<file path="src/rtl/core/wsad_pkg.sv">
// ----------------------------------------------------------------------------
// wsad_pkg
// Shared types, register codes and constants of the windowed system-call
// anomaly detector.
// ----------------------------------------------------------------------------
package wsad_pkg;

	// table depth; a power of two, so the slot reduction is a truncation
	localparam int unsigned PROCESS_SLOTS = 1024;
	localparam int unsigned SLOT_IDX_W    = $clog2(PROCESS_SLOTS);

	typedef logic [SLOT_IDX_W-1:0] slot_idx_t;

	localparam logic [8:0] CALL_OPENAT      = 9'd257;
	localparam logic [8:0] CALL_MMAP        = 9'd9;
	localparam logic [8:0] CALL_BRK         = 9'd12;
	localparam logic [8:0] CALL_SETAFFINITY = 9'd203;
	localparam logic [8:0] CALL_SETSCHED    = 9'd144;
	localparam logic [8:0] CALL_SETPRIO     = 9'd141;

	typedef enum logic [2:0] {
		REG_WINDOW_SECONDS   = 3'd0,
		REG_LARGE_MMAP_BYTES = 3'd1,
		REG_CPU_ACCESS_LIMIT = 3'd2,
		REG_LARGE_MMAP_LIMIT = 3'd3,
		REG_HEAP_GROW_LIMIT  = 3'd4,
		REG_SCHEDULER_LIMIT  = 3'd5,
		REG_POINTS_NEEDED    = 3'd6
	} cfg_reg_t;

	typedef struct packed {
		logic [31:0] window_seconds;
		logic [63:0] large_mmap_bytes;
		logic [7:0]  cpu_access_limit;
		logic [7:0]  large_mmap_limit;
		logic [7:0]  heap_grow_limit;
		logic [7:0]  scheduler_limit;
		logic [2:0]  points_needed;
	} cfg_t;

	typedef struct packed {
		logic [9:0]  process_slot;
		logic [8:0]  syscall_number;
		logic        is_entry;
		logic [31:0] event_seconds;
		logic        path_is_cpu_device;
		logic        mmap_addr_given;
		logic [63:0] mmap_length;
	} item_t;

	typedef struct packed {
		logic [9:0]  slot_out;
		logic [2:0]  suspicious_points;
		logic        newly_flagged;
		logic        flagged;
		logic [31:0] flag_seconds;
	} result_t;

	// one table row per process slot
	typedef struct packed {
		logic [31:0] window_begin;
		logic [7:0]  cpu_open_count;
		logic [7:0]  big_mmap_count;
		logic [7:0]  heap_grow_count;
		logic [7:0]  sched_call_count;
		logic        flagged_mark;
	} entry_t;

	localparam int unsigned ENTRY_W = $bits(entry_t);

	function automatic slot_idx_t slot_index(input logic [9:0] slot);
		return slot_idx_t'(slot);
	endfunction

endpackage

</file>
<file path="src/rtl/core/wsad_cfg.sv">
// ----------------------------------------------------------------------------
// wsad_cfg
// Configuration register file: thresholds and window length.
// ----------------------------------------------------------------------------
module wsad_cfg (
	input  logic           clk,
	input  logic           arst_n,
	input  logic           cfg_valid,
	output logic           cfg_ready,
	input  logic [2:0]     cfg_index,
	input  logic [63:0]    cfg_data,
	output wsad_pkg::cfg_t cfg
);

	wsad_pkg::cfg_t cfg_q;

	assign cfg_ready = 1'b1;
	assign cfg      = cfg_q;

	always_ff @(posedge clk or negedge arst_n) begin
		if (!arst_n) begin
			cfg_q.window_seconds   <= 32'd60;
			cfg_q.large_mmap_bytes <= 64'd67108864;
			cfg_q.cpu_access_limit <= 8'd10;
			cfg_q.large_mmap_limit <= 8'd3;
			cfg_q.heap_grow_limit  <= 8'd3;
			cfg_q.scheduler_limit  <= 8'd10;
			cfg_q.points_needed    <= 3'd3;
		end else if (cfg_valid && cfg_ready) begin
			unique case (cfg_index)
				wsad_pkg::REG_WINDOW_SECONDS:   cfg_q.window_seconds   <= cfg_data[31:0];
				wsad_pkg::REG_LARGE_MMAP_BYTES: cfg_q.large_mmap_bytes <= cfg_data;
				wsad_pkg::REG_CPU_ACCESS_LIMIT: cfg_q.cpu_access_limit <= cfg_data[7:0];
				wsad_pkg::REG_LARGE_MMAP_LIMIT: cfg_q.large_mmap_limit <= cfg_data[7:0];
				wsad_pkg::REG_HEAP_GROW_LIMIT:  cfg_q.heap_grow_limit  <= cfg_data[7:0];
				wsad_pkg::REG_SCHEDULER_LIMIT:  cfg_q.scheduler_limit  <= cfg_data[7:0];
				wsad_pkg::REG_POINTS_NEEDED:    cfg_q.points_needed    <= cfg_data[2:0];
				default: ;
			endcase
		end
	end

endmodule

</file>
<file path="config.mk">
export PLATFORM = sky130hd
export DESIGN_NAME = wsad_cfg
export DESIGN_NICKNAME = d
export VERILOG_FILES = /design/src/rtl/core/wsad_pkg.sv /design/src/rtl/core/wsad_cfg.sv
export SDC_FILE = /design/constraint.sdc
export NUM_CORES = 1
export LEC_CHECK = 0
export BUFFER_PORTS_ARGS = -buffer_cell sky130_fd_sc_hd__buf_2
export CORE_ASPECT_RATIO = 1.4
export CORE_MARGIN = 2
export CORE_UTILIZATION = 45
export DETAILED_ROUTE_END_ITERATION = 7
export HOLD_SLACK_MARGIN = 0.08
export PLACE_DENSITY = 0.81
export SYNTH_ARGS = -nofsm -noshare
export SYNTH_HDL_FRONTEND = slang
export SYNTH_SLANG_ARGS = --single-unit
</file>
<file path="constraint.sdc">
create_clock -name clk -period 1.01 [get_ports clk]
set_clock_uncertainty 0.1 [all_clocks]
set_input_delay 0.0505 -clock clk [delete_from_list [all_inputs] [get_ports clk]]
set_output_delay 0.0505 -clock clk [all_outputs]
set_load 0.005 [all_outputs]
</file>
==> summary.md <==
| Metric | Value |
|---|---|
| H-tree Lvls | `4` |
| Full die area | `12500 µm²` |
| Crit path max fanout | `2` |
| Synthesized flop and latch total | `131` |
| Dpl ws | `-466 ps` |
| Fmax achieved | `837 MHz` |
| Failing checks | `hold timing, setup timing` |
| Initial antenna violation count | `0` |
| CP Cell Sequence | `buf_6` |
| Layout net count | `roughly 730` |
| Clock Pin Slew Worst Setup and Hold Paths | `~60 ps` |
| Hold WC Path Type | `input pin to asynchronous set/reset pin` |
| Buffers on Ports | `200` |
| Maximum clock insertion buffer count | `2` |
| Post-Place Cells | `638` |
| Max reg flops | `131` |
| Initial Util | `46.0%` |
| GPL Wtd Cong | `0.735` |
| Crit path kind | `register to output pin` |
| Sequential power share | `between 30% and 40%` |
| Io pins | `202` |
| CTS tree | `done` |
| Root Driver | `clkbuf_16` |
| Setup TNS | `-9540 ps` |
| Post-route setup slack | `-185 ps` |
| Syn. warnings | `0` |
| Layout area overhead | `67.8%` |
| Final Hold Viols | `2` |
| CP peak stage delay | `540 ps` |
| Syn Area/Cell | `18.4 µm²` |
| Vias per std cell | `4.92` |
| Number of global-route vias before repair | `4552` |
| Share of cells above drive strength 1 | `72.1%` |
| Initial DRC count | `136` |
| PwrDens | `2090 nW/µm²` |
| DRC | `0` |
| Clk sink count | `131` |
| Pre-antenna DRT Iters | `5` |
| Syn Nets | `~350` |
| WL/cell | `19.9 µm` |
| RSZ-0062 raised after global routing | `yes` |
| Post-Synthesis Cells | `284` |
| Core area | `11300 µm²` |
| Slowest stage cell, crit path | `dfstp_2` |
| Critical R2R Capture | `cfg[125]` |
| Peak VDD IR | `~1.5 mV` |
| CTS Hold Bufs | `65` |
| Gate power share | `27.8%` |
| Tcrit/Tclk final | `118%` |
| Final setup viols | `140` |
| DRT antenna net count | `0` |
| Worst Setup End Kind | `output pin` |
| Critical path required time | `around 860 ps` |
| First-pass GRT wire length | `23900 µm` |
| Leakage | `0.00438 µW` |
| Overflow after GRT | `0` |
| Num CTS Buffers | `17` |
| Slew Viols, Final | `0` |
| Placement row count | `46` |
| NetSw | `4660 µW` |
| Die Ht | `about 130 µm` |
| Minimum clock period | `1200 ps` |
| Post-Route WL | `16200 µm` |
| Sw frac | `25.4%` |
| Post-placement cell area | `roughly 6700 µm²` |
| Critical path's top delay family | `flip-flops` |
| Startpoint Class | `register` |
| Reg2reg start | `cfg[125]` |
| Die W | `95.0 µm` |
| Arrival time worst endpoint | `1040 ps` |
| Hpwl dp | `8880 µm` |
| Power share of the clock group | `32.6%` |
| R2R setup slack | `-50 ps` |
| Unique masters post-synth | `13` |
| Design Area, Final | `8760 µm²` |
| Outcome | `complete, but fails checks` |
| R2R cell count | `2` |
| GRT Util Overall | `25.4%` |
| Register area share after synthesis | `63.2%` |
| Post-Layout Cell Count | `slightly above 800` |
| Vias | `approximately 4000` |
| Clock latency at the later pin of the worst-skew pair | `approximately 400 ps` |
| Post-synthesis cell area | `5220 µm²` |
| WP buf/inv | `1` |
| Diode count | `0` |
| Hold Slack | `-1.46 ps` |
| Largest net degree at the start of global routing | `34` |
| Pwr Total | `18300 µW` |
| Pint | `13700 µW` |
| MaxCap Viol Count | `0` |
-- synth_stat cells --
cell type  instances  area [µm²]
dfrtp_1          116        2900
mux2_2            69         777
mux2_4            60         901
dfstp_2           15         394
buf_6             10         113
buf_2              3        15.0
nand4b_1           3        26.3
mux2_1             2        22.5
nor4bb_1           2        20.0
and4bb_1           1        12.5
buf_4              1        7.51
conb_1             1        3.75
nor4b_4            1        23.8
-- layout make-up --
| class | count | area [µm²] |
|---|---|---|
| Clock inverter | 10 | 108 |
| Fill cell | 603 | 2580 |
| Multi-Input combinational cell | 139 | 1940 |
| Timing Repair Buffer | 372 | 2770 |
| Tap cell | 144 | 180 |
| Sequential cell | 131 | 3300 |
| Clock buffer | 22 | 464 |
-- placed cells by master, fill, tap and decap left out --
cell,Yosys,final
and4bb_4,0,1
buf_12,0,6
buf_16,0,1
buf_2,3,183
buf_4,1,80
buf_6,10,34
buf_8,0,1
bufbuf_16,0,1
bufinv_16,0,2
clkbuf_1,0,3
clkbuf_16,0,18
clkbuf_8,0,2
clkinv_2,0,5
clkinvlp_4,0,3
conb_1,1,1
dfrtp_1,116,116
dfstp_2,15,15
dlygate4sd3_1,0,65
mux2_2,69,39
mux2_4,60,92
nand4b_1,3,3
nor4b_4,1,1
nor4bb_4,0,2
-- power groups by stage --
| stage | clock (µW) | sequential (µW) | combinational, µW |
|---|---|---|---|
| 2_1_floorplan | 0 | 7270 | 1600 |
| 3_3_place_gp | 0 | 7170 | 3370 |
| 3_5_place_dp | 0 | 7220 | 3520 |
| 4_1_cts | 6020 | 7120 | 4640 |
| 5_1_grt | 6350 | 7370 | 5410 |
| 6_report | 5980 | 7260 | 5100 |
-- kinds of logic after synthesis --
group,Yosys count,synth area share [%]
flip-flops,131,63.2
AND/OR/NAND/NOR,7,1.58
multiplexers,131,32.6
buffers and inverters,14,2.59
other,1,0.0719
-- worst max path at each step --
stage	from	end	slack [ps]	cells past startpoint
after floorplan	cfg_index[0]	cfg[118]	-250	4
after global placement	cfg_index[2]	cfg[67]	-420	4
after detailed placement	cfg_index[2]	cfg[75]	-470	4
after CTS	cfg[11]	cfg[11]	-210	1
after global routing	cfg[30]	cfg[30]	-220	1
final	cfg[4]	cfg[4]	-190	1
-- stage by stage --
| stage | hold slack [ps] | utilization (%) |
|---|---|---|
| after floorplan | -345 | - |
| after global placement | -134 | 58.8 |
| after detailed placement | -127 | 58.8 |
| after CTS | -11.6 | 75.0 |
| after global routing | 22.4 | 77.3 |
| final | -1.46 | 77.3 |
-- routing by layer --
metal / vias up / share of wire, % / track usage [%] / wire [µm]
li1: 1768 / - / - / -
met1: 2009 / 37 / 27.2 / 5960
met2: 205 / 54 / 45.2 / 8780
met3: 41 / 6.4 / 7.05 / 1040
met4: 0 / 2.9 / 11.4 / 478
met5: - / 0 / 0 / 0
-- repair_timing --
action	4_1_cts	5_1_grt
endpoints found under the setup margin	170	188
hold endpoints to repair	262	13
gates cloned	2	1
pin swaps	1	1
resized for setup	20	21
setup buffers	62	18
Power figures use the tool's default switching activity.
