**src/rtl/core/wsad_pkg.sv**
```systemverilog
// ----------------------------------------------------------------------------
// wsad_pkg
// Shared types, register codes and constants of the windowed system-call
// anomaly detector.
// ----------------------------------------------------------------------------
package wsad_pkg;

	// table depth; a power of two, so the slot reduction is a truncation
	localparam int unsigned PROCESS_SLOTS = 1024;
	localparam int unsigned SLOT_IDX_W    = $clog2(PROCESS_SLOTS);

	typedef logic [SLOT_IDX_W-1:0] slot_idx_t;

	localparam logic [8:0] CALL_OPENAT      = 9'd257;
	localparam logic [8:0] CALL_MMAP        = 9'd9;
	localparam logic [8:0] CALL_BRK         = 9'd12;
	localparam logic [8:0] CALL_SETAFFINITY = 9'd203;
	localparam logic [8:0] CALL_SETSCHED    = 9'd144;
	localparam logic [8:0] CALL_SETPRIO     = 9'd141;

	typedef enum logic [2:0] {
		REG_WINDOW_SECONDS   = 3'd0,
		REG_LARGE_MMAP_BYTES = 3'd1,
		REG_CPU_ACCESS_LIMIT = 3'd2,
		REG_LARGE_MMAP_LIMIT = 3'd3,
		REG_HEAP_GROW_LIMIT  = 3'd4,
		REG_SCHEDULER_LIMIT  = 3'd5,
		REG_POINTS_NEEDED    = 3'd6
	} cfg_reg_t;

	typedef struct packed {
		logic [31:0] window_seconds;
		logic [63:0] large_mmap_bytes;
		logic [7:0]  cpu_access_limit;
		logic [7:0]  large_mmap_limit;
		logic [7:0]  heap_grow_limit;
		logic [7:0]  scheduler_limit;
		logic [2:0]  points_needed;
	} cfg_t;

	typedef struct packed {
		logic [9:0]  process_slot;
		logic [8:0]  syscall_number;
		logic        is_entry;
		logic [31:0] event_seconds;
		logic        path_is_cpu_device;
		logic        mmap_addr_given;
		logic [63:0] mmap_length;
	} item_t;

	typedef struct packed {
		logic [9:0]  slot_out;
		logic [2:0]  suspicious_points;
		logic        newly_flagged;
		logic        flagged;
		logic [31:0] flag_seconds;
	} result_t;

	// one table row per process slot
	typedef struct packed {
		logic [31:0] window_begin;
		logic [7:0]  cpu_open_count;
		logic [7:0]  big_mmap_count;
		logic [7:0]  heap_grow_count;
		logic [7:0]  sched_call_count;
		logic        flagged_mark;
	} entry_t;

	localparam int unsigned ENTRY_W = $bits(entry_t);

	function automatic slot_idx_t slot_index(input logic [9:0] slot);
		return slot_idx_t'(slot);
	endfunction

endpackage

```
**src/rtl/core/wsad_update.sv**
```systemverilog
// ----------------------------------------------------------------------------
// wsad_update
// Row update: window restart, saturating counts, scoring and first flag.
// ----------------------------------------------------------------------------
module wsad_update (
	input  wsad_pkg::item_t   item,
	input  wsad_pkg::entry_t  cur,
	input  wsad_pkg::cfg_t    cfg,
	output wsad_pkg::entry_t  nxt,
	output wsad_pkg::result_t res
);

	logic        restart;
	logic [31:0] elapsed;
	logic [7:0]  cpu_base, mmap_base, heap_base, sched_base;
	logic        hit_cpu, hit_mmap, hit_heap, hit_sched;
	logic [2:0]  points;
	logic        fresh;

	function automatic logic [7:0] bump(input logic [7:0] c, input logic hit);
		return (hit && c != 8'hFF) ? c + 8'd1 : c;
	endfunction

	always_comb begin
		elapsed = item.event_seconds - cur.window_begin;
		// earlier than window start never restarts
		restart = (cur.window_begin == 32'd0) ||
			(item.event_seconds >= cur.window_begin && elapsed >= cfg.window_seconds);

		cpu_base   = restart ? 8'd0 : cur.cpu_open_count;
		mmap_base  = restart ? 8'd0 : cur.big_mmap_count;
		heap_base  = restart ? 8'd0 : cur.heap_grow_count;
		sched_base = restart ? 8'd0 : cur.sched_call_count;

		hit_cpu   = item.is_entry && item.syscall_number == wsad_pkg::CALL_OPENAT &&
			item.path_is_cpu_device;
		hit_mmap  = item.is_entry && item.syscall_number == wsad_pkg::CALL_MMAP &&
			item.mmap_addr_given && item.mmap_length >= cfg.large_mmap_bytes;
		hit_heap  = item.is_entry && item.syscall_number == wsad_pkg::CALL_BRK;
		hit_sched = item.is_entry && (item.syscall_number == wsad_pkg::CALL_SETAFFINITY ||
			item.syscall_number == wsad_pkg::CALL_SETSCHED ||
			item.syscall_number == wsad_pkg::CALL_SETPRIO);

		nxt.window_begin     = restart ? item.event_seconds : cur.window_begin;
		nxt.cpu_open_count   = bump(cpu_base, hit_cpu);
		nxt.big_mmap_count   = bump(mmap_base, hit_mmap);
		nxt.heap_grow_count  = bump(heap_base, hit_heap);
		nxt.sched_call_count = bump(sched_base, hit_sched);

		points = 3'(nxt.cpu_open_count   >= cfg.cpu_access_limit) +
			3'(nxt.big_mmap_count   >= cfg.large_mmap_limit) +
			3'(nxt.heap_grow_count  >= cfg.heap_grow_limit) +
			3'(nxt.sched_call_count >= cfg.scheduler_limit);

		fresh            = (points >= cfg.points_needed) && !cur.flagged_mark;
		nxt.flagged_mark = cur.flagged_mark | fresh;

		res.slot_out          = item.process_slot;
		res.suspicious_points = points;
		res.newly_flagged     = fresh;
		res.flagged           = nxt.flagged_mark;
		res.flag_seconds      = fresh ? item.event_seconds : 32'd0;
	end

endmodule

```
**config.mk**
```make
export PLATFORM = sky130hd
export DESIGN_NAME = wsad_update
export DESIGN_NICKNAME = d
export VERILOG_FILES = /design/src/rtl/core/wsad_pkg.sv /design/src/rtl/core/wsad_update.sv
export SDC_FILE = /design/constraint.sdc
export NUM_CORES = 1
export LEC_CHECK = 0
export ABC_AREA = 0
export BUFFER_PORTS_ARGS = -buffer_cell sky130_fd_sc_hd__buf_4
export CAP_MARGIN = 40
export CORE_AREA = 4 4 164 166
export DETAILED_ROUTE_END_ITERATION = 10
export DIE_AREA = 0 0 168 170
export SLEW_MARGIN = 5
export SYNTH_ARGS = -nofsm -noshare
export SYNTH_HDL_FRONTEND = slang
export SYNTH_SLANG_ARGS = --single-unit
```
**constraint.sdc**
```tcl
create_clock -name vclk -period 9.93
set_clock_uncertainty 0.2 [all_clocks]
set_input_delay 0.993 -clock vclk [all_inputs]
set_output_delay 0.993 -clock vclk [all_outputs]
set_load 0.02 [all_outputs]
```
==> impl_metrics.ini, run 1 <==
[cells_and_area]
drive_gt1_share_pct = 48.5
seq_cell_count = 0
area_growth_pct = 91.6
clkbuf_count = 0
layout.area.seq_um2 = 0
final_common_cell = buf_4
stdcell_count = 1992
fillers = 2439
final_cell_mix = buf_4 (612), inv_1 (165), ha_1 (150), nand2_1 (81), a21oi_1 (61)
final_nets = 2143

[sta]
fin_crit_sh_pct = 105
max_freq_ghz = 0.0957
setup_tns_ps = -16890
period_needed_ps = 10450
slew_viol_final = 0
setup_violations = 35
rsz0062_at_grt = yes
setup_ws_ps = -521
finalHoldViolCount = 0
tightest_slew_ps = 716
relSlewSlack_pct = 51.9

[logic_synthesis]
syn-mean-instance-area_um2 = 6.64
yosysWarningCount = 0
synth_cell_types = 66
synthesis.nets = 1509
synth-simple-area-share_pct = 26.1
synthMuxAreaShare_pct = 0.920
synthAdderAreaFrac_pct = 31.7
synthCells = 1024
ys_seq_area_share_pct = 0
netlist_area_um2 = 6800
synth_compound_area_share_pct = 24.3
synth-xor-area-share_pct = 4.76
synth_top_family_by_area = adder cells

[outcome]
violations = negative setup slack
status = finished with violations

[place]
pre_cts_ws_ps = -1740
io_buffers = 406
place_congestion = 0.927
hpwl_um = 27000
dpl.cell_count = 1911

[power]
vdd.ir_drop.worst_v = 0.0000723
p_per_area_nw_per_um2 = 80.7
cellLeakagePower_nw = 7.11

[routing]
detail-route-antenna-nets = 0
first_pass_iters = 5
wl_met2_um = 15200
vias = 9513
drt_iter0_markers = 441
drc = 0
wire_per_inst_um = 16.0
via_per_inst = 4.78
routed_wl_um = 31800
highest_layer = met4
wl_met1_um = 13900
wl_met3_um = 2030

[run]
drv_cap = 0

[setup_path]
crit_path_max_fanout = 7
cp_slowest_stage_delay_ps = 420
critPathSlowestCell = nor4_4
arrival_ps = 9260
worstPathRequired_ps = 8740
critical_path.endpoint_type = output port
crit_type = primary input to output port
critPathLaunchType = primary input

[die]
die-area_um2 = 28600
fp-row-count = 59
dieWidth_um = 168
ios = 426
design.core.area_um2 = 25600
dieHeight_um = 170
start_util_pct = 26.6

[global_routing]
grt_pass1_vias = 9669
grt_pass1_wl_um = 48300
antenna_found_initial = 1
grt_overflow = 0
grt_use_total_pct = 20.3
grt_max_degree = 64

[worst_hold_path]
min_path_cells = 0
min_to = res[37]
min_path_type = primary input to output port
worstHoldStart = item[108]
[power by group]
group          internal, mW  switching [mW]
clock network  0.0000000135               0
logic                 0.546           0.506
registers                 0               0
[worst max path at each step]
stage / from / endpoint / cells past startpoint
after global placement: item[66] / res[22] / 46
final: cur[34] / res[21] / 48
after floorplan: item[66] / res[22] / 46
after global routing: cur[34] / res[5] / 48
after CTS: item[66] / res[21] / 50
after detailed placement: item[66] / res[22] / 48
[cells in the mapped netlist, types with 4 or more instances]
cell       number  area, µm²
nand4_1        30        188
a211oi_1       13       97.6
o21bai_1        4       30.0
o21a_1         11       82.6
clkbuf_1       16       60.1
nor4_1         10       62.6
a2111oi_0       4       35.0
mux2i_1         4       40.0
a22oi_1         4       30.0
inv_1         175        657
nor2b_1        16        100
nor3b_1         4       30.0
or3_1           6       37.5
nor3_1         18       90.1
a21oi_1        76        380
nor2_1         64        240
nand3_1        25        125
ha_1          169       2110
buf_4          12       90.1
xor2_1         11       96.3
nand2_1        82        308
a21o_1         30        225
a31oi_1         6       37.5
and4_1          6       52.6
nand2b_1       14       87.6
buf_2           4       20.0
o211ai_1        9       67.6
and2_1         42        263
o21ai_0        67        335
and3_1         11       68.8
xnor2_1        26        228
[layer usage]
layer,global-route usage (%),vias to the layer above
li1,-,4850
met1,26.5,4301
met2,35.7,313
met3,2.72,49
met4,4.38,0
met5,0,-
[timing repair]
| item | CTS | global route |
|---|---|---|
| gates resized for setup | 122 | 94 |
| buffers inserted | 67 | 19 |
| hold buffers | 0 | 0 |
| setup endpoints to repair | 38 | 36 |
| hold endpoints to repair | 0 | 0 |
| pin swaps | 64 | 83 |
| gates cloned | 3 | 1 |
[critical path, delay by kind of cell]
kind / cells / cell delay (ps)
compound gates: 15 / 2730
buf+inv: 7 / 790
simple gates: 19 / 3120
xor+xnor: 1 / 130
fa+ha+maj: 6 / 1450
[final cells by class]
cell class	count	area [µm²]	area share (%)
antenna	1	2.50	0.0192
inverter	175	674	5.17
multi-input combinational	815	6690	51.3
tap	335	419	3.22
timing repair buffer	666	5250	40.2
[cell families after synthesis]
group | count (synthesis)
mux | 6
compound gates | 261
xor+xnor | 37
buf+inv | 209
simple gates | 340
fa+ha+maj | 171
[per-stage QoR]
step	util [%]	hold WS, ps	total power [mW]	area [µm²]
after detailed placement	44.9	1790	0.862	11500
after CTS	49.3	1790	1.01	12600
after global placement	44.9	1790	0.849	11500
after global routing	50.9	1790	1.14	13000
final	50.9	1790	1.05	13000
after floorplan	-	1870	0.457	6850
Power figures use the tool's default switching activity.
==> run 2, diff against run 1 <==
--- a/config.mk
+++ b/config.mk
@@ -5,12 +5,12 @@
 export SDC_FILE = /design/constraint.sdc
 export NUM_CORES = 1
 export LEC_CHECK = 0
-export ABC_AREA = 0
+export ABC_AREA = 1
 export BUFFER_PORTS_ARGS = -buffer_cell sky130_fd_sc_hd__buf_4
 export CAP_MARGIN = 40
-export CORE_AREA = 4 4 164 166
+export CORE_AREA = 4 4 162 164
 export DETAILED_ROUTE_END_ITERATION = 10
-export DIE_AREA = 0 0 168 170
+export DIE_AREA = 0 0 166 168
 export SLEW_MARGIN = 5
 export SYNTH_ARGS = -nofsm -noshare
 export SYNTH_HDL_FRONTEND = slang
==> run 2 against run 1 <==
  * The run now ends clean
  * Hold slack hardly changed
  * First-iteration DRC count is 1.4% lower
  * Synthesized cell count is 27% higher
  * Fmax is 8.0% higher
  * Combinational power hardly changed
  * Design area is 8.5% lower
  * Critical path depth is 6 higher
  * Non-clock buffer count is 219 lower
  * Die area is 2.4% lower
  * Final cell count is 3.1% higher
  * Utilization is 3.0 points lower
  * Critical endpoint is now res[5]
  * Largest cell class unchanged
  * Largest power group unchanged
==> impl_metrics.ini, run 2 <==
[outcome]
status = finished clean

[setup_path]
worstPathRequired_ps = 8740
crit_end = res[5]
cp_slowest_stage_delay_ps = 420
crit_type = primary input to output port
worstSetupStartpoint = item[66]
arrival_ps = 8490
critical_path.endpoint_type = output port
crit_path_max_fanout = 8
cpMostUsedCell = nand2_2
critPathLaunchType = primary input
critPathSlowestCell = fa_1

[cells_and_area]
seq_cell_count = 0
stdcell_count = 2054
final_common_cell = buf_4
final_cell_mix = buf_4 (406), inv_1 (304), nand2_1 (257), ha_1 (157), nor2_1 (83)
area_growth_pct = 60.6
layout.area.seq_um2 = 0
fillers = 2590
final_nets = 2210
drive_gt1_share_pct = 34.4
clkbuf_count = 0

[worst_hold_path]
min_path_type = primary input to output port

[die]
dieWidth_um = 166
dieHeight_um = 168
die-area_um2 = 27900
fp-row-count = 58
design.core.area_um2 = 24900
start_util_pct = 29.9
ios = 426

[place]
pre_cts_ws_ps = -157
hpwl_um = 26600
dpl.cell_count = 2023
place_congestion = 0.913
io_buffers = 406

[sta]
setup_violations = 0
finalHoldViolCount = 0
rsz0062_at_grt = yes
relSlewSlack_pct = 44.2
max_freq_ghz = 0.103
slew_viol_final = 0
period_needed_ps = 9680
tightest_slew_ps = 833
setup_ws_ps = 249
fin_crit_sh_pct = 97.5

[routing]
wire_per_inst_um = 15.1
detail-route-antenna-nets = 0
first_pass_iters = 5
drt_iter0_markers = 435
via_per_inst = 4.71
drc = 0
vias = 9680
routed_wl_um = 31000

[global_routing]
grt_use_total_pct = 19.6
grt_max_degree = 65
grt_pass1_wl_um = 46300
grt_overflow = 0
grt_pass1_vias = 9380
antenna_found_initial = 1

[logic_synthesis]
synth_commonest_cells = inv_1 (310), nand2_1 (275), ha_1 (169), nor2_1 (122), a21oi_1 (95)
synth_area_leader_cell = ha_1
syn-mean-instance-area_um2 = 5.70
yosysWarningCount = 0
synthCells = 1303
yosysMostFrequentCell = inv_1
synthesis.nets = 1788
ys_seq_area_share_pct = 0
synth_top_area_share_pct = 28.5
ys_top_cells_by_area = ha_1 (28%), inv_1 (16%), nand2_1 (14%)
synth_cell_types = 45
netlist_area_um2 = 7430

[power]
p_per_area_nw_per_um2 = 89.5
cellLeakagePower_nw = 6.84
finalPower_mw = 1.07
vdd.ir_drop.worst_v = 0.0000654

[run]
drv_cap = 0

[clock_tree]
cts_hold_buf = 0
run 2: power breakdown:
group | internal, mW | switching [mW] | total, mW
logic | 0.473 | 0.595 | 1.07
clock network | 0.0000000135 | 0 | 0.0000000135
registers | 0 | 0 | 0
total | 0.473 | 0.595 | 1.07
run 2: kinds of logic after synthesis:
| group | after synthesis | share of synthesized area, % |
|---|---|---|
| AND/OR/NAND/NOR | 535 | 31.9 |
| buffers and inverters | 343 | 18.6 |
| AO/OA/AOI/OAI | 215 | 15.9 |
| adder cells (fa/ha/maj) | 171 | 29.0 |
| XOR/XNOR | 39 | 4.60 |
run 2: critical path, delay by kind of cell:
| kind | cells | cell delay (ps) |
|---|---|---|
| and+or+nand+nor | 22 | 2110 |
| buffers and inverters | 9 | 960 |
| AOI/OAI and AO/OA | 13 | 1980 |
| xor gates and xnor gates | 1 | 200 |
| adders and majority gates | 9 | 2200 |
run 2: timing repair:
action	4_1_cts	5_1_grt
hold endpoints to repair	0	0
pin swaps	6	54
resized for setup	10	207
cloned	0	4
setup buffers	2	24
endpoints found under the setup margin	35	35
run 2: final cells by class:
class,count,area [µm²],share of cell area (%)
Antenna cell,1,2.50,0.0210
Tap cell,330,413,3.46
Timing Repair Buffer,447,3580,30.0
Multi-Input combinational cell,960,6740,56.5
Inverter,316,1200,10.1
run 2: layer usage:
metal	share of wire (%)	vias up	global-route usage [%]	wire [µm]
li1	-	4992	-	-
met1	39	4313	23.0	12200
met2	52	336	38.0	16100
met3	6.2	39	2.65	1920
met4	2.7	0	3.87	839
met5	0	-	0	0
run 2: worst min path at each step:
stage,to,slack (ps),cells past startpoint,from
after global placement,res[43],1790,0,item[114]
after detailed placement,res[43],1790,0,item[114]
after global routing,res[40],1790,0,item[111]
after CTS,res[43],1790,0,item[114]
after floorplan,res[37],1900,1,item[108]
final,res[43],1790,0,item[114]
run 2: stage by stage:
stage	hold slack (ps)	utilization, %	TNS [ps]	cell area (µm²)
6_report	1790	47.9	0	11900
5_1_grt	1790	47.9	-4740	11900
2_1_floorplan	1900	-	0	7430
3_3_place_gp	1790	43.3	-2070	10800
3_5_place_dp	1790	43.3	-3950	10800
4_1_cts	1790	43.6	0	10900
==> run 3, diff against run 2 <==
--- a/config.mk
+++ b/config.mk
@@ -11,6 +11,7 @@
 export CORE_AREA = 4 4 162 164
 export DETAILED_ROUTE_END_ITERATION = 10
 export DIE_AREA = 0 0 166 168
+export PLACE_DENSITY_LB_ADDON = 0.2
 export SLEW_MARGIN = 5
 export SYNTH_ARGS = -nofsm -noshare
 export SYNTH_HDL_FRONTEND = slang
==> run 3 against run 2 <==
  * Total power fell by 6.8%
  * Global-route usage rose by 0.34 points
  * Design area fell by 3.5%
  * Critical path depth fell by 1
  * Count of clock-buffer cells in the layout did not move
  * Via count fell by 0.48%
  * Combinational power fell by 7%
  * First-iteration DRC count rose by 3.2%
  * Non-clock buffer count fell by 5
  * Critical path type unchanged
  * Largest power group unchanged
==> impl_metrics.ini, run 3 (synthesized netlist as in run 2, its figures left out) <==
[global_routing]
grt_max_degree = 52
grt_pass1_wl_um = 46800
antenna_found_initial = 1
grt_overflow = 0
grt_use_total_pct = 19.9
grt_pass1_vias = 9339

[routing]
wire_per_inst_um = 15.2
vias = 9634
drc = 0
via_per_inst = 4.70
first_pass_iters = 7
routed_wl_um = 31100
detail-route-antenna-nets = 0
drt_iter0_markers = 449

[die]
fp-row-count = 58
dieWidth_um = 166
dieHeight_um = 168
die-area_um2 = 27900
ios = 426
start_util_pct = 29.9
design.core.area_um2 = 24900

[setup_path]
cpMostUsedCell = nand2_1
worstPathRequired_ps = 8740
crit_path_max_fanout = 8
crit_type = primary input to output port
crit_family = simple AND/OR/NAND/NOR gates
cp_slowest_stage_delay_ps = 430
critical_path.endpoint_type = output port
critPathLaunchType = primary input
path_buf_inv = 8
worstSetupStartpoint = item[66]
arrival_ps = 8320
crit_end = res[24]
critical_path_depth = 53
critPathSlowestCell = fa_1

[cells_and_area]
fillers = 2667
clkbuf_count = 0
final_common_cell = buf_4
antennaDiodeCount = 0
layout.area.seq_um2 = 0
final_nets = 2206
multi_input_area_um2 = 6490
final_cell_mix = buf_4 (433), inv_1 (304), nand2_1 (264), ha_1 (157), nor2_1 (99)
seq_cell_count = 0
area_growth_pct = 55.0
drive_gt1_share_pct = 32.6

[power]
vdd.ir_drop.worst_v = 0.0000530
finalPower_mw = 0.995
cellLeakagePower_nw = 6.77
p_per_area_nw_per_um2 = 86.4

[sta]
finalHoldViolCount = 0
tightest_slew_ps = 853
fin_crit_sh_pct = 95.8
max_freq_ghz = 0.105
relSlewSlack_pct = 43.0
holdWs_ps = 1790
setup_violations = 0
period_needed_ps = 9510
rsz0062_at_grt = yes
slew_viol_final = 0

[place]
io_buffers = 406
hpwl_um = 26900
place_congestion = 0.915

[run]
drv_cap = 0

[worst_hold_path]
min_path_type = primary input to output port
min_path_cells = 0

[outcome]
status = finished clean

[clock_tree]
cts_hold_buf = 0
## run 3: area by class of cell
cell class | instances | share of cell area (%)
multi-input combinational | 961 | 56.4
timing repair buffer | 442 | 29.7
inverter | 316 | 10.4
tap | 330 | 3.59
## run 3: worst min-delay path by stage
stage	slack (ps)	to	startpoint
3_5_place_dp	1790	res[39]	item[110]
5_1_grt	1790	res[40]	item[111]
3_3_place_gp	1790	res[39]	item[110]
4_1_cts	1790	res[39]	item[110]
2_1_floorplan	1900	res[37]	item[108]
6_report	1790	res[40]	item[111]
## run 3: metal layers
layer / vias up / GRT usage [%] / routed length (µm)
met5: - / 0 / 13
met4: 2 / 2.55 / 435
met3: 30 / 2.16 / 1560
met2: 310 / 38.5 / 15800
met1: 4303 / 24.4 / 13300
li1: 4989 / - / -
## run 3: power by group
group	leakage, nW	switching (mW)	total (mW)	internal [mW]
combinational	6.77	0.559	0.995	0.435
sequential	0	0	0	0
clock	0	0	0	0
total	6.77	0.559	0.995	0.435
## run 3: stage by stage
step	setup TNS, ps	cell area, µm²	std cells	setup WS (ps)	util [%]
floorplan	0	7430	1303	48.9	-
global placement	0	10900	2031	112	43.6
detailed placement	0	10900	2031	35.5	43.6
CTS	0	10900	2031	23.5	43.6
global route	-1400	11500	2049	-66.7	46.3
finish	0	11500	2049	417	46.3
## run 3: timing repair
item	in CTS	in global routing
buffers inserted	0	13
gates cloned	0	5
resized for setup	2	119
endpoints found under the setup margin	32	35
pin swaps	0	29
