## src/rtl/core/wsad_ram.sv

```systemverilog
// ----------------------------------------------------------------------------
// wsad_ram
// Generic single-write, single-read synchronous RAM with registered read.
// ----------------------------------------------------------------------------
module wsad_ram #(
	parameter int unsigned WIDTH = 8,
	parameter int unsigned DEPTH = 16
) (
	input  logic                     clk,
	input  logic                     we,
	input  logic [$clog2(DEPTH)-1:0] waddr,
	input  logic [WIDTH-1:0]         wdata,
	input  logic [$clog2(DEPTH)-1:0] raddr,
	output logic [WIDTH-1:0]         rdata
);

	logic [WIDTH-1:0] mem [DEPTH];

	always_ff @(posedge clk) begin
		if (we) begin
			mem[waddr] <= wdata;
		end
		rdata <= mem[raddr];
	end

endmodule

```

## config.mk

```make
export PLATFORM = sky130hd
export DESIGN_NAME = wsad_ram
export DESIGN_NICKNAME = d
export VERILOG_FILES = /design/src/rtl/core/wsad_ram.sv
export SDC_FILE = /design/constraint.sdc
export NUM_CORES = 1
export LEC_CHECK = 0
export ABC_AREA = 1
export BUFFER_PORTS_ARGS = -buffer_cell sky130_fd_sc_hd__buf_2
export CELL_PAD_IN_SITES_DETAIL_PLACEMENT = 1
export CELL_PAD_IN_SITES_GLOBAL_PLACEMENT = 1
export CORE_MARGIN = 1
export CORE_UTILIZATION = 36
export CTS_CLUSTER_SIZE = 10
export DETAILED_ROUTE_END_ITERATION = 10
export PLACE_DENSITY = 0.72
export REMOVE_ABC_BUFFERS = 1
export SYNTH_ARGS = -nofsm -noshare
export SYNTH_HDL_FRONTEND = slang
export SYNTH_SLANG_ARGS = --single-unit
```

## constraint.sdc

```tcl
create_clock -name clk -period 1.6 [get_ports clk]
set_input_delay 0.32 -clock clk [delete_from_list [all_inputs] [get_ports clk]]
set_output_delay 0.32 -clock clk [all_outputs]
set_load 0.02 [all_outputs]
```

==> summary.txt, run 1 <==
Critical path
  • Critical Path Max Stage Delay: 0.36 ns
  • Setup CP Type: register to primary output
  • Max FO, Critical Path: 1
  • Worst endpoint required time: 1.28 ns
  • Buf/Inv on CP: 1
  • Family with the most delay on the worst path: flip-flops
  • R2r setup slk: 0.58 ns
  • Critical path startpoint category: register
  • Critical-path cell list: buf_2
  • CP max-delay cell: dfxtp_1
  • Reg2reg end: rdata[3]
  • Critical Path End Type: primary output
  • Arr. time, crit path: 0.95 ns
  • Worst-case reg-to-reg path depth: 6
  • Worst R2R Start: mem[3][3]

Global routing
  • Vias in the first global route: 4406
  • First-pass GRT wire length: 23360 um
  • Pin count of the biggest net entering global routing: 65
  • Gr ovfl total: 0
  • Gr usage total: 19.33%
  • Antenna violations before repair: 0

Hold path
  • Hold path start: raddr[3]
  • WHS Endpoint: rdata[0]
  • Worst min path class: input pin to register
  • Hold path depth: 3

Timing
  • Actual slew at the worst max-slew pin: 0.3960 ns
  • Finish-stage setup viols: 0
  • Max Freq: 786.2 MHz
  • Final Hold Vio Count: 0
  • RSZ-0062 raised after global routing: no
  • Share of the clock period used by the worst path: 79.49%
  • Setup TNS: 0 ns
  • Worst rel slew slack: 73.60%
  • Final setup margin: 0.3281 ns
  • Setup Skew: 0.007227 ns
  • Final Max Slew Viols: 0
  • Post-route minimum period: 1.272 ns

Clock network
  • Hold Buf Count CTS: 0
  • Root buffer cell: clkbuf_16
  • Max Buffers Root-to-Sink: 2
  • Clock Pin Slew Worst Setup and Hold Paths: 0.06 ns
  • CTS tree: yes
  • PostCTS Resize Cnt: 0
  • Num CTS Buffers: 17
  • Clock Latency Late Sink: 0.41 ns
  • H-tree levels: 4
  • Post-CTS setup buffers: 0
  • Clk sink count: 136

Route
  • Drt total wl: 14780 um
  • 1st-iter DRT viols: 177
  • Via count: 3989
  • Router iterations before antenna repair: 4
  • Final ANT Viol Nets: 0
  • WL per Instance: 18.00 um
  • Vias per cell: 4.859
  • DRC viols: 0

Synth
  • FF+latch count, synth: 136
  • Cell Area, Synth: 0.005767 mm^2
  • Async SR Flop Fraction: 0%
  • Top cells by area, synth: edfxtp_1, nand2_1, nand3_1
  • Leading area contributor after synthesis: edfxtp_1
  • Most frequent cell after synthesis: nand2_1
  • Yosys top cell area share: 66.65%
  • Commonest cells post-synth: nand2_1, edfxtp_1, inv_1, nand3_1, nor2_1
  • Synth Area per Inst: 10.47 um^2
  • Distinct cells, synth: 12
  • Commonest register cell after synthesis: edfxtp_1
  • Syn Inst Count: 551
  • Register area share after synthesis: 69.43%
  • Number of synthesized flops with an enable pin: 128
  • Synth warn: 0

Final layout
  • Nets@finish: 615
  • Number of diodes: 0
  • Share of post-route cells with drive strength above 1: 13.61%
  • Area growth syn-to-layout: 18.88%

Floorplanning
  • Full die area: 0.01653 mm^2
  • DIE WIDTH: 128.6 um
  • IO Pins: 26
  • Core Area: 0.01543 mm^2
  • Row Count: 45
  • DIE HEIGHT: 128.6 um
  • Initial Util: 37.38%

Placed design
  • Placement Setup Slack: 0.1656 ns
  • DP HPWL: 8993 um
  • Routability congestion estimate: 0.8117
  • Buffers on Ports: 25

Power and ir drop
  • VDD IR-drop max: 0.6112 mV
  • Static Leakage: 2.962 nW
  • PD cells: 1258 mW/mm^2

Outcome
  • Status: finished, final reports clean

Flow run
  • Max Cap Violations: 0
==> worst max-delay path by stage <==
stage	startpoint	to	slack (ns)	cells after the start
after global routing	rdata[5]	rdata[5]	0.30	1
after global placement	raddr[0]	rdata[6]	0.20	8
final	rdata[5]	rdata[5]	0.33	1
after floorplan	raddr[0]	rdata[2]	0.30	6
after detailed placement	waddr[3]	mem[5][5]	0.17	4
after CTS	rdata[5]	rdata[5]	0.30	1
==> layer usage <==
layer | global-route usage, % | wire (um)
met1 | 22.37 | 6221
met2 | 35.80 | 8078
met3 | 2.994 | 292
met4 | 7.474 | 187
met5 | 0 | 0
==> where the power goes <==
group	switching (W)	leakage [nW]	internal, W	total (W)
sequential	0.0000258	1.22	0.00398	0.00401
combinational	0.000380	1.45	0.000157	0.000538
clock	0.00144	0.292	0.00263	0.00408
total	0.00185	2.96	0.00677	0.00862
==> metrics by stage <==
step | instance area, um^2 | cells | hold slack, ns | utilization [%] | power [W]
floorplan | 5600 | 527 | 0.4189 | - | 0.004320
finish | 6855 | 821 | 0.2164 | 44.44 | 0.008623
detailed placement | 6235 | 789 | 0.6366 | 40.41 | 0.004615
CTS | 6855 | 821 | 0.2041 | 44.44 | 0.008678
global route | 6855 | 821 | 0.2180 | 44.44 | 0.008862
global placement | 6235 | 789 | 0.6277 | 40.41 | 0.004589
==> cells by family (layout without fill, tap and decap cells) <==
group	count (synthesis)	count (layout)	synth area share [%]
and+or+nand+nor	289	289	21.05
buffers and inverters	126	185	9.525
DFF	136	136	69.43
==> placed cells by master, fill, tap and decap left out <==
cell          n
inv_1       100
clkbuf_16    17
clkbuf_1      1
buf_12        4
inv_2         2
nand3b_1      2
buf_2        25
buf_4        22
clkinvlp_4    4
edfxtp_1    128
nand3_1      97
clkinv_1      1
clkinv_4      1
clkinv_2      3
clkbuf_8      1
bufinv_16     4
nand2_1     173
dfxtp_1       8
nor2_1       17
==> cell type report <==
cell class / instances / area (um^2)
clock inverter: 13 / 177.7
sequential: 136 / 4004
timing repair buffer: 51 / 370.4
tap: 211 / 264.0
multi-input combinational: 289 / 1214
inverter: 102 / 382.9
clock buffer: 19 / 442.9
fill: 1731 / 8572
==> registers in the layout (all words and copies together) (netlist names) <==
name   cells
mem      128
rdata      8
(Power assumes the default switching activity.)
==> inputs of run 2 (changes only) <==
--- a/config.mk
+++ b/config.mk
@@ -5,7 +5,7 @@
 export SDC_FILE = /design/constraint.sdc
 export NUM_CORES = 1
 export LEC_CHECK = 0
-export ABC_AREA = 1
+export ABC_AREA = 0
 export BUFFER_PORTS_ARGS = -buffer_cell sky130_fd_sc_hd__buf_2
 export CELL_PAD_IN_SITES_DETAIL_PLACEMENT = 1
 export CELL_PAD_IN_SITES_GLOBAL_PLACEMENT = 1
@@ -13,7 +13,7 @@
 export CORE_UTILIZATION = 36
 export CTS_CLUSTER_SIZE = 10
 export DETAILED_ROUTE_END_ITERATION = 10
-export PLACE_DENSITY = 0.72
+export PLACE_DENSITY = 0.7
 export REMOVE_ABC_BUFFERS = 1
 export SYNTH_ARGS = -nofsm -noshare
 export SYNTH_HDL_FRONTEND = slang
==> constraint.sdc (replaced) <==
create_clock -name clk -period 1.1 [get_ports clk]
set_input_delay 0.22 -clock clk [delete_from_list [all_inputs] [get_ports clk]]
set_output_delay 0.22 -clock clk [all_outputs]
set_load 0.02 [all_outputs]
==> run 2 against run 1 <==
  * Critical endpoint is now rdata[4]
  * Clock power rose by 32%
  * Total power rose by 38%
  * Hold slack got worse by 0.023 ns
  * Sequential share of layout area rose by 4.8 points
  * The run now ends with negative setup slack left
==> summary.txt, run 2 <==
Synth
  • Commonest cells post-synth: edfxtp_1, mux4_2, a22oi_1, mux4_1, nor2_1
  • Synth Area in XOR/XNOR: 0% (unchanged)
  • Cell Area, Synth: 0.005147 mm^2 (-11%)
  • Synth warn: 0 (unchanged)
  • Synth Area per Inst: 22.48 um^2 (+110%)
  • Largest family of logic cells by synthesized area: multiplexers
  • Top cells by area, synth: edfxtp_1, mux4_2, mux4_1
  • Register area share after synthesis: 77.78% (+8.4 points)
  • FF+latch count, synth: 136 (unchanged)
  • Number of synthesized flops with an enable pin: 128 (unchanged)
  • Mux share of post-synthesis cell area: 15.02% (+15 points)
  • Leading area contributor after synthesis: edfxtp_1
  • Async SR Flop Fraction: 0% (unchanged)
  • Commonest register cell after synthesis: edfxtp_1
  • Syn Inst Count: 229 (-58%)
  • Yosys top cell area share: 74.67% (+8.0 points)
  • Synth Area in Adders: 0% (unchanged)
  • Most frequent cell after synthesis: edfxtp_1
  • Distinct cells, synth: 19 (+7)
  • Compound-cell area share of the yosys netlist: 2.333% (+2.3 points)
  • Synth Area in Simple Gates: 3.184% (-18 points)

Global routing
  • Gr usage total: 16.59% (-2.7 points)
  • Met3 Track Usage GR: 4.775% (+1.8 points)
  • Pin count of the biggest net entering global routing: 24 (-63%)
  • Vias in the first global route: 2804 (-36%)
  • Met1 Resource Use GR: 20.59% (-1.8 points)
  • Gr ovfl total: 0 (unchanged)
  • Met2 Track Usage GR: 27.88% (-7.9 points)
  • GR peak layer: met2
  • Antenna violations before repair: 0 (unchanged)
  • First-pass GRT wire length: 16660 um (-29%)

Route
  • Drt total wl: 10920 um (-26%)
  • 1st-iter DRT viols: 140 (-21%)
  • Router iterations before antenna repair: 4 (unchanged)
  • Via count: 2465 (-38%)
  • WL per Instance: 22.42 um (+25%)
  • DRC viols: 0 (unchanged)
  • Vias per cell: 5.062 (+4.2%)
  • Final ANT Viol Nets: 0 (unchanged)

Timing
  • Final setup margin: -0.2059 ns (-0.5340 ns)
  • Share of the clock period used by the worst path: 118.7%
  • RSZ-0062 raised after global routing: yes
  • Actual slew at the worst max-slew pin: 0.8781 ns (+0.4822 ns)
  • Worst rel slew slack: 41.24% (-32 points)
  • Finish-stage setup viols: 9 (+9)
  • Max Freq: 765.8 MHz
  • Setup TNS: -1.268 ns (-1.268 ns)
  • Final Hold Vio Count: 0 (unchanged)
  • Worst hold slack: 0.1930 ns (-0.02336 ns)
  • Final Max Slew Viols: 0 (unchanged)
  • Post-route minimum period: 1.306 ns
  • Setup Skew: 0.006037 ns (-0.001190 ns)

Final layout
  • Commonest non-fill, non-tap cell in the layout: edfxtp_1
  • Area growth syn-to-layout: 23.31%
  • Fillers: 1285 (-26%)
  • Max reg flops: 128 (unchanged)
  • Largest Register: mem
  • Nets@finish: 312 (-49%)
  • Most frequent cells in the layout: edfxtp_1, mux4_2, buf_4
  • Number of diodes: 0 (unchanged)
  • Share of post-route cells with drive strength above 1: 43.00% (+29 points)
  • Top flop regs: mem (128), rdata (8)

Clock network
  • Post-CTS setup buffers: 0 (unchanged)
  • H-tree levels: 4 (unchanged)
  • Clock Latency Late Sink: 0.42 ns (about the same)
  • CTS tree: yes
  • Num CTS Buffers: 17 (unchanged)
  • Clock Pin Slew Worst Setup and Hold Paths: 0.06 ns (about the same)
  • Max Buffers Root-to-Sink: 2 (unchanged)
  • Clk sink count: 136 (unchanged)
  • Root buffer cell: clkbuf_16

Floorplanning
  • DIE HEIGHT: 121.6 um (-5.4%)
  • DIE WIDTH: 121.6 um (-5.4%)
  • Initial Util: 36.94% (-0.44 points)
  • Core Area: 0.01393 mm^2 (-9.7%)
  • Row Count: 43 (-4.4%)
  • IO Pins: 26 (unchanged)
  • Full die area: 0.01478 mm^2 (-11%)

Placed design
  • Routability congestion estimate: 0.7249 (-11%)
  • DP HPWL: 6915 um (-23%)
  • Placement Setup Slack: -0.5865 ns (-0.7521 ns)
  • Buffers on Ports: 25 (unchanged)

Power and ir drop
  • VDD IR-drop max: 1.287 mV (+110%)
  • Static Leakage: 2.118 nW (-28%)
  • PD cells: 1879 mW/mm^2 (+49%)

Critical path
  • Worst-case reg-to-reg path depth: 3 (-3)
  • Worst endpoint required time: 1.40 ns (+0.12 ns)
  • Max FO, Critical Path: 1 (unchanged)
  • Setup CP Type: register to register
  • Critical Path End Type: register
  • Critical path startpoint category: register
  • Arr. time, crit path: 1.60 ns (+0.65 ns)

Hold path
  • Worst min path class: input pin to register
  • Hold path depth: 1 (-2)

Flow run
  • Max Cap Violations: 0 (unchanged)

Outcome
  • Status: complete, but fails checks
  • Failing checks: negative setup slack
## run 2: final timing paths
kind | start | endpoint | slack (ns)
hold / removal | wdata[6] | mem[14][6] | 0.19
hold reg to reg | mem[7][0] | rdata[0] | 0.69
setup / recovery | mem[3][4] | rdata[4] | -0.21
setup reg to reg | mem[3][4] | rdata[4] | -0.21
## run 2: layout make-up
class | count | area, um^2 | area share, %
well taps | 180 | 225.2 | 3.548
clock buffers | 18 | 429.2 | 6.761
multi-input cells | 83 | 1075 | 16.93
repair buffers | 56 | 470.5 | 7.412
clock inverters | 14 | 133.9 | 2.109
flip-flops and latches | 136 | 4014 | 63.24
## run 2: what timing repair did
item | in CTS | in global routing
hold buffers | 0 | 0
cloned | 0 | 0
pin swaps | 12 | 1
setup endpoints to repair | 16 | 24
gates resized for setup | 35 | 10
## run 2: metrics by stage
stage / total power (W) / util [%] / area, um^2 / cells
6_report: 0.01193 / 45.55 / 6347 / 487
5_1_grt: 0.01231 / 45.55 / 6347 / 487
4_1_cts: 0.01202 / 45.43 / 6330 / 487
3_5_place_dp: 0.006571 / 40.95 / 5707 / 455
3_3_place_gp: 0.006539 / 40.95 / 5707 / 455
2_1_floorplan: 0.006201 / - / 5061 / 219
## run 2: logic make-up (layout without fill, tap and decap cells)
group | count (synthesis) | after routing
AO/OA/AOI/OAI | 16 | 16
buffers and inverters | 10 | 88
flip-flops | 136 | 136
multiplexers | 32 | 32
AND/OR/NAND/NOR | 35 | 35
## run 2: worst max-delay path, cell delays in order, from the launching register on
cell and delay, ns:
edfxtp_1 0.39, mux4_2 0.52, a22oi_2 0.20, nand2_1 0.08
## run 2: power breakdown
group | internal [W] | switching, W | total (W)
clock network | 0.00330 | 0.00208 | 0.00538
registers | 0.00580 | 0.0000492 | 0.00585
logic | 0.000330 | 0.000367 | 0.000697
## run 2: routing by layer
layer | share of wire [%] | vias up
met3 | 3.5 | 13
li1 | - | 1096
met2 | 52 | 55
met5 | 0 | -
met4 | 1.0 | 0
met1 | 44 | 1301
==> inputs of run 3 (changes only) <==
--- a/config.mk
+++ b/config.mk
@@ -5,7 +5,7 @@
 export SDC_FILE = /design/constraint.sdc
 export NUM_CORES = 1
 export LEC_CHECK = 0
-export ABC_AREA = 0
+export ABC_AREA = 1
 export BUFFER_PORTS_ARGS = -buffer_cell sky130_fd_sc_hd__buf_2
 export CELL_PAD_IN_SITES_DETAIL_PLACEMENT = 1
 export CELL_PAD_IN_SITES_GLOBAL_PLACEMENT = 1
@@ -13,8 +13,9 @@
 export CORE_UTILIZATION = 36
 export CTS_CLUSTER_SIZE = 10
 export DETAILED_ROUTE_END_ITERATION = 10
-export PLACE_DENSITY = 0.7
+export PLACE_DENSITY = 0.75
 export REMOVE_ABC_BUFFERS = 1
+export SKIP_LAST_GASP = 1
 export SYNTH_ARGS = -nofsm -noshare
 export SYNTH_HDL_FRONTEND = slang
 export SYNTH_SLANG_ARGS = --single-unit
==> run 3 against run 2 <==
  * The run still ends with negative setup slack left
  * Non-clock buffer count rose by 5
  * Combinational power rose by 28%
  * Sequential power about the same
  * Die area rose by 12%
  * Final cell count increased by 71%
  * Register-to-register slack better by 0.29 ns
  * Global-route usage is 4.4 points higher
  * Total power rose by 8.5%
  * Via count grew 62%
  * Setup slack better by 0.19 ns
  * Critical endpoint is now rdata[7]
  * Largest cell class unchanged
  * Highest routed layer unchanged
==> summary.txt, run 3 (synthesis gave the netlist of run 1 again) <==
Final layout
  • Most frequent cells in the layout: nand2_1, edfxtp_1, inv_1
  • Max reg flops: 128 (unchanged)
  • Final Cell Area: 0.007089 mm^2 (+12%)
  • Share of post-route cells with drive strength above 1: 16.29% (-27 points)
  • Nets@finish: 625 (+100%)
  • Fillers: 1734 (+35%)
  • Largest Register: mem
  • Top flop regs: mem (128), rdata (8)
  • Number of diodes: 0 (unchanged)
  • Commonest non-fill, non-tap cell in the layout: nand2_1
  • Area growth syn-to-layout: 22.93%

Route
  • 1st-iter DRT viols: 253 (+81%)
  • Drt total wl: 15730 um (+44%)
  • Vias per cell: 4.794 (-5.3%)
  • Router iterations before antenna repair: 4 (unchanged)
  • WL per Instance: 18.93 um (-16%)
  • DRC viols: 0 (unchanged)
  • Via count: 3984 (+62%)
  • Final ANT Viol Nets: 0 (unchanged)

Timing
  • Final Hold Vio Count: 0 (unchanged)
  • Worst rel slew slack: 70.97% (+30 points)
  • Share of the clock period used by the worst path: 101.1% (-18 points)
  • Final Max Slew Viols: 0 (unchanged)
  • Post-route minimum period: 1.113 ns (-0.1932 ns)
  • Max Freq: 898.8 MHz (+17%)
  • RSZ-0062 raised after global routing: yes
  • Actual slew at the worst max-slew pin: 0.4355 ns (-0.4427 ns)
  • Setup TNS: -0.02235 ns (+1.245 ns)
  • Final setup margin: -0.01262 ns (+0.1932 ns)
  • Finish-stage setup viols: 3 (-6)
  • Setup Skew: 0.006587 ns (+0.0005504 ns)

Clock network
  • CTS tree: yes
  • Clk sink count: 136 (unchanged)
  • Clock Latency Late Sink: 0.42 ns (about the same)
  • Post-CTS setup buffers: 0 (unchanged)
  • H-tree levels: 4 (unchanged)
  • Root buffer cell: clkbuf_16
  • Num CTS Buffers: 17 (unchanged)
  • Hold Buf Count CTS: 0 (unchanged)
  • Max Buffers Root-to-Sink: 2 (unchanged)
  • Clock Pin Slew Worst Setup and Hold Paths: 0.06 ns (about the same)

Global routing
  • Vias in the first global route: 4450 (+59%)
  • Gr usage total: 20.99% (+4.4 points)
  • First-pass GRT wire length: 24650 um (+48%)
  • Antenna violations before repair: 0 (unchanged)
  • Gr ovfl total: 0 (unchanged)
  • Pin count of the biggest net entering global routing: 56 (+130%)

Power and ir drop
  • Total Power: 0.01294 W (+8.5%)
  • Static Leakage: 3.058 nW (+44%)
  • VDD IR-drop max: 0.8634 mV (-33%)
  • PD cells: 1825 mW/mm^2 (-2.9%)

Critical path
  • R2r setup slk: 0.08 ns (+0.29 ns)
  • Worst-case reg-to-reg path depth: 6 (+3)
  • Max FO, Critical Path: 1 (unchanged)
  • Critical Path Max Stage Delay: 0.35 ns (-0.17 ns)
  • CP max-delay cell: dfxtp_2
  • Worst endpoint required time: 0.88 ns (-0.52 ns)
  • Critical-path cell list: buf_6
  • Worst R2R Start: mem[1][7]
  • Buf/Inv on CP: 1 (+1)
  • Critical path startpoint category: register
  • Critical Path End Type: primary output
  • Setup CP Type: register to primary output
  • Family with the most delay on the worst path: flip-flops
  • Reg2reg end: rdata[7]
  • Arr. time, crit path: 0.89 ns (-0.71 ns)

Placed design
  • DP HPWL: 10050 um (+45%)
  • Placement Setup Slack: -0.2371 ns (+0.3494 ns)
  • Buffers on Ports: 25 (unchanged)
  • Routability congestion estimate: 0.7567 (+4.4%)
  • Placed instance area: 0.006385 mm^2 (+12%)

Outcome
  • Failing checks: negative setup slack
  • Status: complete, but fails checks

Floorplanning
  • Full die area: 0.01653 mm^2 (+12%)
  • Row Count: 45 (+4.7%)
  • Initial Util: 37.38% (+0.44 points)
  • IO Pins: 26 (unchanged)
  • DIE WIDTH: 128.6 um (+5.7%)
  • Core Area: 0.01543 mm^2 (+11%)
  • DIE HEIGHT: 128.6 um (+5.7%)

Hold path
  • Worst min path class: input pin to register
  • WHS Endpoint: rdata[0]
  • Hold path start: raddr[3]
  • Hold path depth: 3 (+2)

Flow run
  • Max Cap Violations: 0 (unchanged)
==> run 3: cell count changes in the layout (fill, tap and decap cells not counted), moves of 4 or more <==
cell | before | now
nand2_1 | 9 | 173
inv_1 | 0 | 100
nand3_1 | 1 | 97
mux4_2 | 28 | 0
a22oi_2 | 10 | 0
a22oi_1 | 6 | 0
buf_12 | 5 | 10
mux4_1 | 4 | 0
nor2_1 | 13 | 17
==> run 3: cell type report <==
type                            count  area (um^2)  share of cell area (%)
Multi-Input combinational cell    289         1214                   17.12
Sequential cell                   136         4014                   56.62
Clock buffer                       19        442.9                   6.248
Tap cell                          211        264.0                   3.724
Inverter                          102        382.9                   5.401
Timing Repair Buffer               61        570.5                   8.048
Clock inverter                     13        201.4                   2.842
==> run 3: how the worst max path moves through the flow <==
stage / to / from / cells past startpoint
floorplan: rdata[2] / raddr[0] / 6
global placement: rdata[2] / raddr[0] / 9
detailed placement: rdata[2] / raddr[0] / 10
CTS: rdata[7] / rdata[7] / 1
global route: rdata[7] / rdata[7] / 1
finish: rdata[7] / rdata[7] / 1
==> run 3: where the power goes <==
group	leakage [nW]	internal, W	total (W)	switching (W)
sequential	1.22	0.00580	0.00585	0.0000482
combinational	1.54	0.000323	0.000893	0.000570
clock	0.299	0.00406	0.00620	0.00214
total	3.06	0.0102	0.0129	0.00276
==> run 3: what timing repair did <==
item | 4_1_cts | 5_1_grt
endpoints found under the setup margin | 8 | 8
hold endpoints to repair | 0 | 0
resized for setup | 22 | 2
pin swaps | 0 | 0
==> run 3: layer usage <==
metal	share of wire (%)	wire (um)	vias up	global-route usage [%]
met5	0	0	-	0
met4	2.8	435	0	9.550
met3	3.9	607	32	5.031
met2	54	8439	86	38.16
met1	40	6246	1977	23.19
li1	-	-	1889	-
==> run 3: stage by stage <==
stage | cells | utilization [%] | hold WS [ns]
floorplan | 527 | - | 0.3189
global placement | 799 | 41.39 | 0.6101
detailed placement | 799 | 41.39 | 0.6142
CTS | 831 | 45.94 | 0.1642
global route | 831 | 45.95 | 0.1825
finish | 831 | 45.95 | 0.1827
